### src/sv/mesh_vertex_normal_accumulate_top_defines.svh
// ----------------------------------------------------------------------------
// Assertion macros for the vertex normal accumulator
// Shared helpers for concurrent checks, clocked on clk with active-low reset.
// ----------------------------------------------------------------------------
`ifndef MESH_VERTEX_NORMAL_ACCUMULATE_TOP_DEFINES_SVH
`define MESH_VERTEX_NORMAL_ACCUMULATE_TOP_DEFINES_SVH

// antecedent implies consequent in the same cycle
`define MVNA_ASSERT_IMP(label, clk, rst_n, ante, cons) \
  label: assert property (@(posedge clk) disable iff (!rst_n) (ante) |-> (cons)) \
    else $error("mvna check failed");

// antecedent implies consequent in the next cycle
`define MVNA_ASSERT_NXT(label, clk, rst_n, ante, cons) \
  label: assert property (@(posedge clk) disable iff (!rst_n) (ante) |=> (cons)) \
    else $error("mvna check failed");

`endif

### src/sv/mvna_pkg.sv
// ----------------------------------------------------------------------------
// mvna_pkg
// Types and constants of the vertex normal accumulator.
// ----------------------------------------------------------------------------
`timescale 1ns / 1ps
`default_nettype none

package mvna_pkg;

  localparam int unsigned IDX_W   = 12;
  localparam int unsigned POS_W   = 24;
  localparam int unsigned SUM_W   = 24;
  localparam int unsigned UNIT_W  = 16;
  localparam int unsigned CNT_W   = 13;
  localparam int unsigned EDGE_W  = 25;
  localparam int unsigned CROSS_W = 51;

  typedef enum logic [1:0] {
    KIND_LOAD = 2'd0,
    KIND_TRI  = 2'd1,
    KIND_READ = 2'd2,
    KIND_NOP  = 2'd3
  } kind_t;

  typedef enum logic [3:0] {
    ST_IDLE,
    ST_RD_A,
    ST_RD_B,
    ST_RD_C,
    ST_CAP_C,
    ST_EDGE,
    ST_CROSS,
    ST_TUNIT,
    ST_ACC_RD,
    ST_ACC_WR,
    ST_R_RD,
    ST_R_CAP,
    ST_RUNIT,
    ST_DONE
  } top_state_t;

  typedef enum logic [2:0] {
    U_IDLE,
    U_NORM,
    U_SQ,
    U_SQRT,
    U_DIV,
    U_DONE
  } unit_state_t;

  typedef struct packed {
    logic               done;
    logic signed [15:0] qx;
    logic signed [15:0] qy;
    logic signed [15:0] qz;
  } unit_res_t;

endpackage

`default_nettype wire

### src/sv/mvna_unit.sv
// ----------------------------------------------------------------------------
// mvna_unit
// Scales a 3-vector to a Q1.15 unit vector: normalize, sum of squares,
// bit-serial square root, then one restoring division per component.
// ----------------------------------------------------------------------------
`timescale 1ns / 1ps
`default_nettype none

module mvna_unit (
  input  wire logic                     clk,
  input  wire logic                     rst_n,
  input  wire logic                     start,
  input  wire logic signed [50:0]       vx,
  input  wire logic signed [50:0]       vy,
  input  wire logic signed [50:0]       vz,
  output mvna_pkg::unit_res_t           res
);

  mvna_pkg::unit_state_t state_r, state_nxt;

  logic [50:0] mag_r [3];
  logic [2:0]  neg_r;
  logic [50:0] m_r;
  logic [1:0]  cnt_r;
  logic [59:0] prod_r;
  logic [61:0] sum_r;
  logic [62:0] x_r;
  logic [62:0] res_r;
  logic [62:0] bit_r;
  logic [31:0] rem_r;
  logic [3:0]  dstep_r;
  logic [15:0] quo_r;
  logic signed [15:0] q_r [3];
  logic        done_r;

  logic [50:0] mag_in [3];
  logic [50:0] max_in;
  logic [29:0] sq_op;
  logic [62:0] trial;
  logic [30:0] len;
  logic [31:0] rem_cur;
  logic        qbit;
  logic [15:0] quo_nxt;
  logic [15:0] clamp;

  always_comb begin
    mag_in[0] = vx[50] ? 51'(-vx) : 51'(vx);
    mag_in[1] = vy[50] ? 51'(-vy) : 51'(vy);
    mag_in[2] = vz[50] ? 51'(-vz) : 51'(vz);
    max_in = mag_in[0];
    if (mag_in[1] > max_in) max_in = mag_in[1];
    if (mag_in[2] > max_in) max_in = mag_in[2];
  end

  always_comb begin
    case (cnt_r)
      2'd0:    sq_op = mag_r[0][29:0];
      2'd1:    sq_op = mag_r[1][29:0];
      default: sq_op = mag_r[2][29:0];
    endcase
  end

  assign trial = res_r + bit_r;
  assign len   = res_r[30:0];

  // first step starts from the component itself, later steps double
  assign rem_cur = (dstep_r == 4'd0) ? rem_r : {rem_r[30:0], 1'b0};
  assign qbit    = (rem_cur >= {1'b0, len});
  assign quo_nxt = {quo_r[14:0], qbit};
  assign clamp   = (quo_nxt[15]) ? 16'h7FFF : quo_nxt;

  always_ff @(posedge clk) begin
    if (!rst_n) begin
      state_r <= mvna_pkg::U_IDLE;
      done_r  <= 1'b0;
    end else begin
      state_r <= state_nxt;
      done_r  <= (state_nxt == mvna_pkg::U_DONE);
    end
  end

  always_comb begin
    state_nxt = state_r;
    unique case (state_r)
      mvna_pkg::U_IDLE: if (start) state_nxt = mvna_pkg::U_NORM;
      mvna_pkg::U_NORM: begin
        if (m_r == '0) state_nxt = mvna_pkg::U_DONE;
        else if (m_r[50:30] == '0 && m_r[29]) state_nxt = mvna_pkg::U_SQ;
      end
      mvna_pkg::U_SQ:   if (cnt_r == 2'd3) state_nxt = mvna_pkg::U_SQRT;
      mvna_pkg::U_SQRT: if (bit_r == 63'd1) state_nxt = mvna_pkg::U_DIV;
      mvna_pkg::U_DIV:  if (dstep_r == 4'd15 && cnt_r == 2'd2) state_nxt = mvna_pkg::U_DONE;
      mvna_pkg::U_DONE: state_nxt = mvna_pkg::U_IDLE;
      default:          state_nxt = mvna_pkg::U_IDLE;
    endcase
  end

  always_ff @(posedge clk) begin
    case (state_r)
      mvna_pkg::U_IDLE: begin
        if (start) begin
          mag_r[0] <= mag_in[0];
          mag_r[1] <= mag_in[1];
          mag_r[2] <= mag_in[2];
          neg_r    <= {vz[50], vy[50], vx[50]};
          m_r      <= max_in;
          cnt_r    <= 2'd0;
          sum_r    <= '0;
        end
      end
      mvna_pkg::U_NORM: begin
        if (m_r == '0) begin
          q_r[0] <= '0;
          q_r[1] <= '0;
          q_r[2] <= '0;
        end else if (m_r[50:30] != '0) begin
          m_r      <= m_r >> 1;
          mag_r[0] <= mag_r[0] >> 1;
          mag_r[1] <= mag_r[1] >> 1;
          mag_r[2] <= mag_r[2] >> 1;
        end else if (!m_r[29]) begin
          m_r      <= m_r << 1;
          mag_r[0] <= mag_r[0] << 1;
          mag_r[1] <= mag_r[1] << 1;
          mag_r[2] <= mag_r[2] << 1;
        end
      end
      mvna_pkg::U_SQ: begin
        // each square is registered, then added to the sum in the next cycle
        if (cnt_r != 2'd3) prod_r <= sq_op * sq_op;
        if (cnt_r != 2'd0) sum_r <= sum_r + 62'(prod_r);
        cnt_r <= cnt_r + 2'd1;
        if (cnt_r == 2'd3) begin
          x_r   <= {1'b0, sum_r + 62'(prod_r)};
          res_r <= '0;
          bit_r <= 63'd1 << 62;
        end
      end
      mvna_pkg::U_SQRT: begin
        if (x_r >= trial) begin
          x_r   <= x_r - trial;
          res_r <= (res_r >> 1) + bit_r;
        end else begin
          res_r <= res_r >> 1;
        end
        bit_r   <= bit_r >> 2;
        cnt_r   <= 2'd0;
        dstep_r <= 4'd0;
        rem_r   <= mag_r[0][31:0];
        quo_r   <= '0;
      end
      mvna_pkg::U_DIV: begin
        rem_r   <= qbit ? rem_cur - {1'b0, len} : rem_cur;
        quo_r   <= quo_nxt;
        dstep_r <= dstep_r + 4'd1;
        if (dstep_r == 4'd15) begin
          q_r[cnt_r] <= neg_r[cnt_r] ? -$signed(clamp) : $signed(clamp);
          cnt_r      <= cnt_r + 2'd1;
          quo_r      <= '0;
          rem_r      <= (cnt_r == 2'd0) ? mag_r[1][31:0] : mag_r[2][31:0];
        end
      end
      default: ;
    endcase
  end

  assign res.done = done_r;
  assign res.qx   = q_r[0];
  assign res.qy   = q_r[1];
  assign res.qz   = q_r[2];

endmodule

`default_nettype wire

### config.mk
export PLATFORM = sky130hd
export DESIGN_NAME = mvna_unit
export DESIGN_NICKNAME = d
export VERILOG_FILES = /design/src/sv/mesh_vertex_normal_accumulate_top_defines.svh /design/src/sv/mvna_pkg.sv /design/src/sv/mvna_unit.sv
export SDC_FILE = /design/constraint.sdc
export NUM_CORES = 2
export LEC_CHECK = 0
export BUFFER_PORTS_ARGS = -buffer_cell sky130_fd_sc_hd__buf_2
export CAP_MARGIN = 10
export CORE_ASPECT_RATIO = 0.6
export CORE_UTILIZATION = 59
export DETAILED_ROUTE_END_ITERATION = 12
export HOLD_SLACK_MARGIN = 0.08
export PLACE_DENSITY = 0.79
export SLEW_MARGIN = 20
export SYNTH_ARGS = -nofsm -noshare
export SYNTH_HDL_FRONTEND = slang
export SYNTH_SLANG_ARGS = --single-unit
### constraint.sdc
create_clock -name clk -period 10.1 [get_ports clk]
set_input_delay 3.03 -clock clk [delete_from_list [all_inputs] [get_ports clk]]
set_output_delay 3.03 -clock clk [all_outputs]
set_load 0.01 [all_outputs]
==> reports/metrics.yaml <==
placed_design:
  gp_congestion: 1.087
  portBuffers: 204
  pre_cts_ws_ps: -782.6
  dpl.hpwl_mm: 221.1
  placedCellCount: 9972
sta:
  drv_slew: 0
  clock_skew_ps: 52.48
  finalCritPeriodShare_pct: 97.81
  worst_slack_ps: 221.6
  rsz0062_at_grt: "yes"
  clock.fmax_mhz: 101.2
  worst_slew_pin_slew_ps: 1240
  min_period_ps: 9878
  finalHoldViolCount: 0
  setup_viol: 0
  relSlewSlack_pct: 16.73
worst_setup_path:
  start_kind: "input port"
  end_kind: "flip-flop"
  cp_common_cell: "buf_4"
  cp-startpoint: "vx[7]"
  r2r-start: "cnt_r[0]"
  slowest_delay_ps: 600
  arrival_ps: 10360
  required_ps: 10580
  cp_max_fo: 5
  criticalPathCategory: "in -> reg"
  slowest_stage: "or4_1"
floorplanning:
  core_mm2: 0.1200
  die-height_um: 272.5
  die_w_um: 452.9
  rows: 98
  initial_utilization_pct: 59.94
  die_area_mm2: 0.1234
  io_pins: 205
logic_synthesis:
  yosysMostFrequentCell: "inv_1"
  syn_inst: 8016
  synth-seq-cells: 591
  synth_top_area_share_pct: 24.50
  async_flop_share_pct: 0
  ys_seq_area_share_pct: 24.61
  yosysUniqueCellTypes: 86
  synth_nets: 9450
  ys.flop_type: "edfxtp_1"
  synth-edff-count: 587
  synth_largest_area_cell: "edfxtp_1"
  ys_top_cells_by_area: "edfxtp_1, fa_1, ha_1, inv_1, nand2_1"
  syn-cell-area_mm2: 0.07196
  avgSynthCellArea_um2: 8.977
  ys_warn_count: 0
  ys_top_cells_by_count: "inv_1, nand2_1, fa_1"
drt:
  dr.first_iter.drc_count: 9889
  vias_per_cell: 6.471
  dr_total_vias: 65440
  wl_per_cell_um: 27.00
  drt.antenna.violating_nets: 0
  dr.pass1.iters: 9
  drt_wl_total_mm: 273.0
  drc: 0
clocking:
  numClockSinks: 591
  htree_levels: 3
  clk-insertion-delay-late_ps: 700
  cts_root_buf: "clkbuf_16"
  clk_pin_slew_ps: 60
  cts_buffer_depth: 3
  numCtsBuffers: 66
  cts_hold_buf: 0
  tritoncts: "yes"
finish:
  area_delta_synth_final_pct: 11.62
  final_util_pct: 66.91
  drive_gt1_share_pct: 11.89
  nets: 9887
  stdcell_count: 10110
global_routing:
  grt.overflow.total: 0
  antenna_found_initial: 14
  grt_max_degree: 155
  grt_pass1_wl_mm: 402.0
  grt.total_usage_pct: 43.75
  grt_pass1_vias: 61610
hold_path:
  hp-class: "reg -> reg"
  min_from: "mag_r[0][38]"
run:
  drv_cap: 0
status:
  status: "complete, no violations"
[kinds of logic (layout without fill, tap and decap cells)]
family | count (synthesis) | count (layout) | synth area share [%]
xor+xnor | 440 | 440 | 5.356
other cells | 0 | 7 | 0
mux | 222 | 222 | 3.184
compound gates | 1817 | 1817 | 15.77
buf+inv | 1410 | 1899 | 7.366
simple gates | 2258 | 2258 | 14.22
fa+ha+maj | 1278 | 1278 | 29.49
flops | 591 | 591 | 24.61
[final timing paths]
kind / end / slack [ps] / cells past startpoint
max: m_r[29] / 220 / 38
min: mag_r[0][39] / 570 / 2
max reg2reg: prod_r[58] / 240 / 30
min reg2reg: mag_r[0][39] / 570 / 2
[state kept, by name, summed over array words and instances, names as in the netlist, 48 cells and up]
register,count
mag_r,153
x_r,63
m_r,51
q_r,48
prod_r,59
res_r,63
sum_r,62
[worst max-delay path: cells and delay by family]
kind | cells | cell delay, ps
buf+inv | 11 | 1680
mux | 1 | 320
simple gates | 6 | 1230
compound gates | 17 | 3300
xor+xnor | 1 | 240
fa+ha+maj | 2 | 520
[per-stage QoR]
stage / TNS (ps) / instance area [um^2] / hold slack [ps]
4_1_cts: 0 / 79990 / 570.9
2_1_floorplan: 0 / 71960 / 514.5
3_3_place_gp: -24900 / 77790 / 545.5
3_5_place_dp: -33590 / 77790 / 556.6
6_report: 0 / 80320 / 567.7
5_1_grt: -146.2 / 80320 / 595.9
[layer usage]
layer  GRT usage [%]  part of all wire, %  vias to the layer above  routed length, um
met5               0                 0.10                        -                276
met4           9.732                  2.5                       14               6699
li1                -                    -                    28450                  -
met1           68.63                   44                    31760             120400
met3           18.80                   17                      439              47640
met2           53.80                   36                     4773              97960
[layout by cell type, fill, tap and decap left out, drive strengths merged, types with 22 or more instances in the layout]
cell type | synthesis | routed
mux2i | 167 | 167
nor2b | 58 | 58
xor2 | 196 | 196
inv | 1043 | 1046
or4 | 34 | 34
o211ai | 26 | 26
o21bai | 58 | 58
a21oi | 437 | 437
nor4 | 44 | 44
clkinv | 10 | 27
clkbuf | 327 | 84
a31oi | 97 | 97
a22oi | 40 | 40
nand3 | 86 | 86
mux2 | 55 | 55
and2 | 50 | 50
xnor2 | 244 | 244
nand2 | 890 | 890
nor2 | 631 | 631
o21ai | 557 | 557
nor3 | 99 | 99
ha | 581 | 581
fa | 697 | 697
a211oi | 43 | 43
or3 | 42 | 42
o31ai | 76 | 76
nand2b | 68 | 68
buf | 30 | 725
a221oi | 22 | 22
o21a | 46 | 46
nand4 | 120 | 120
a22o | 34 | 34
o41ai | 25 | 25
o221ai | 49 | 49
a21o | 179 | 179
edfxtp | 587 | 587
and3 | 81 | 81
[area by class of cell]
| type | count | area, um^2 |
|---|---|---|
| Inverter | 1053 | 3980 |
| Clock buffer | 83 | 1747 |
| Clock inverter | 37 | 430.4 |
| Tap cell | 1600 | 2002 |
| Fill cell | 9589 | 39720 |
| Antenna cell | 7 | 17.52 |
| Multi-Input combinational cell | 6015 | 49360 |
| Timing Repair Buffer | 726 | 5074 |
| Sequential cell | 591 | 17710 |
[timing repair]
item | in CTS | in global routing
setup buffers | 0 | 12
pin swaps | 1 | 6
resized for setup | 4 | 52
setup endpoints to repair | 16 | 68
gates cloned | 0 | 1
Power is left out: the tool's default activity adds up to more than one toggle a clock period on the data nets, which glitch-free logic cannot reach.
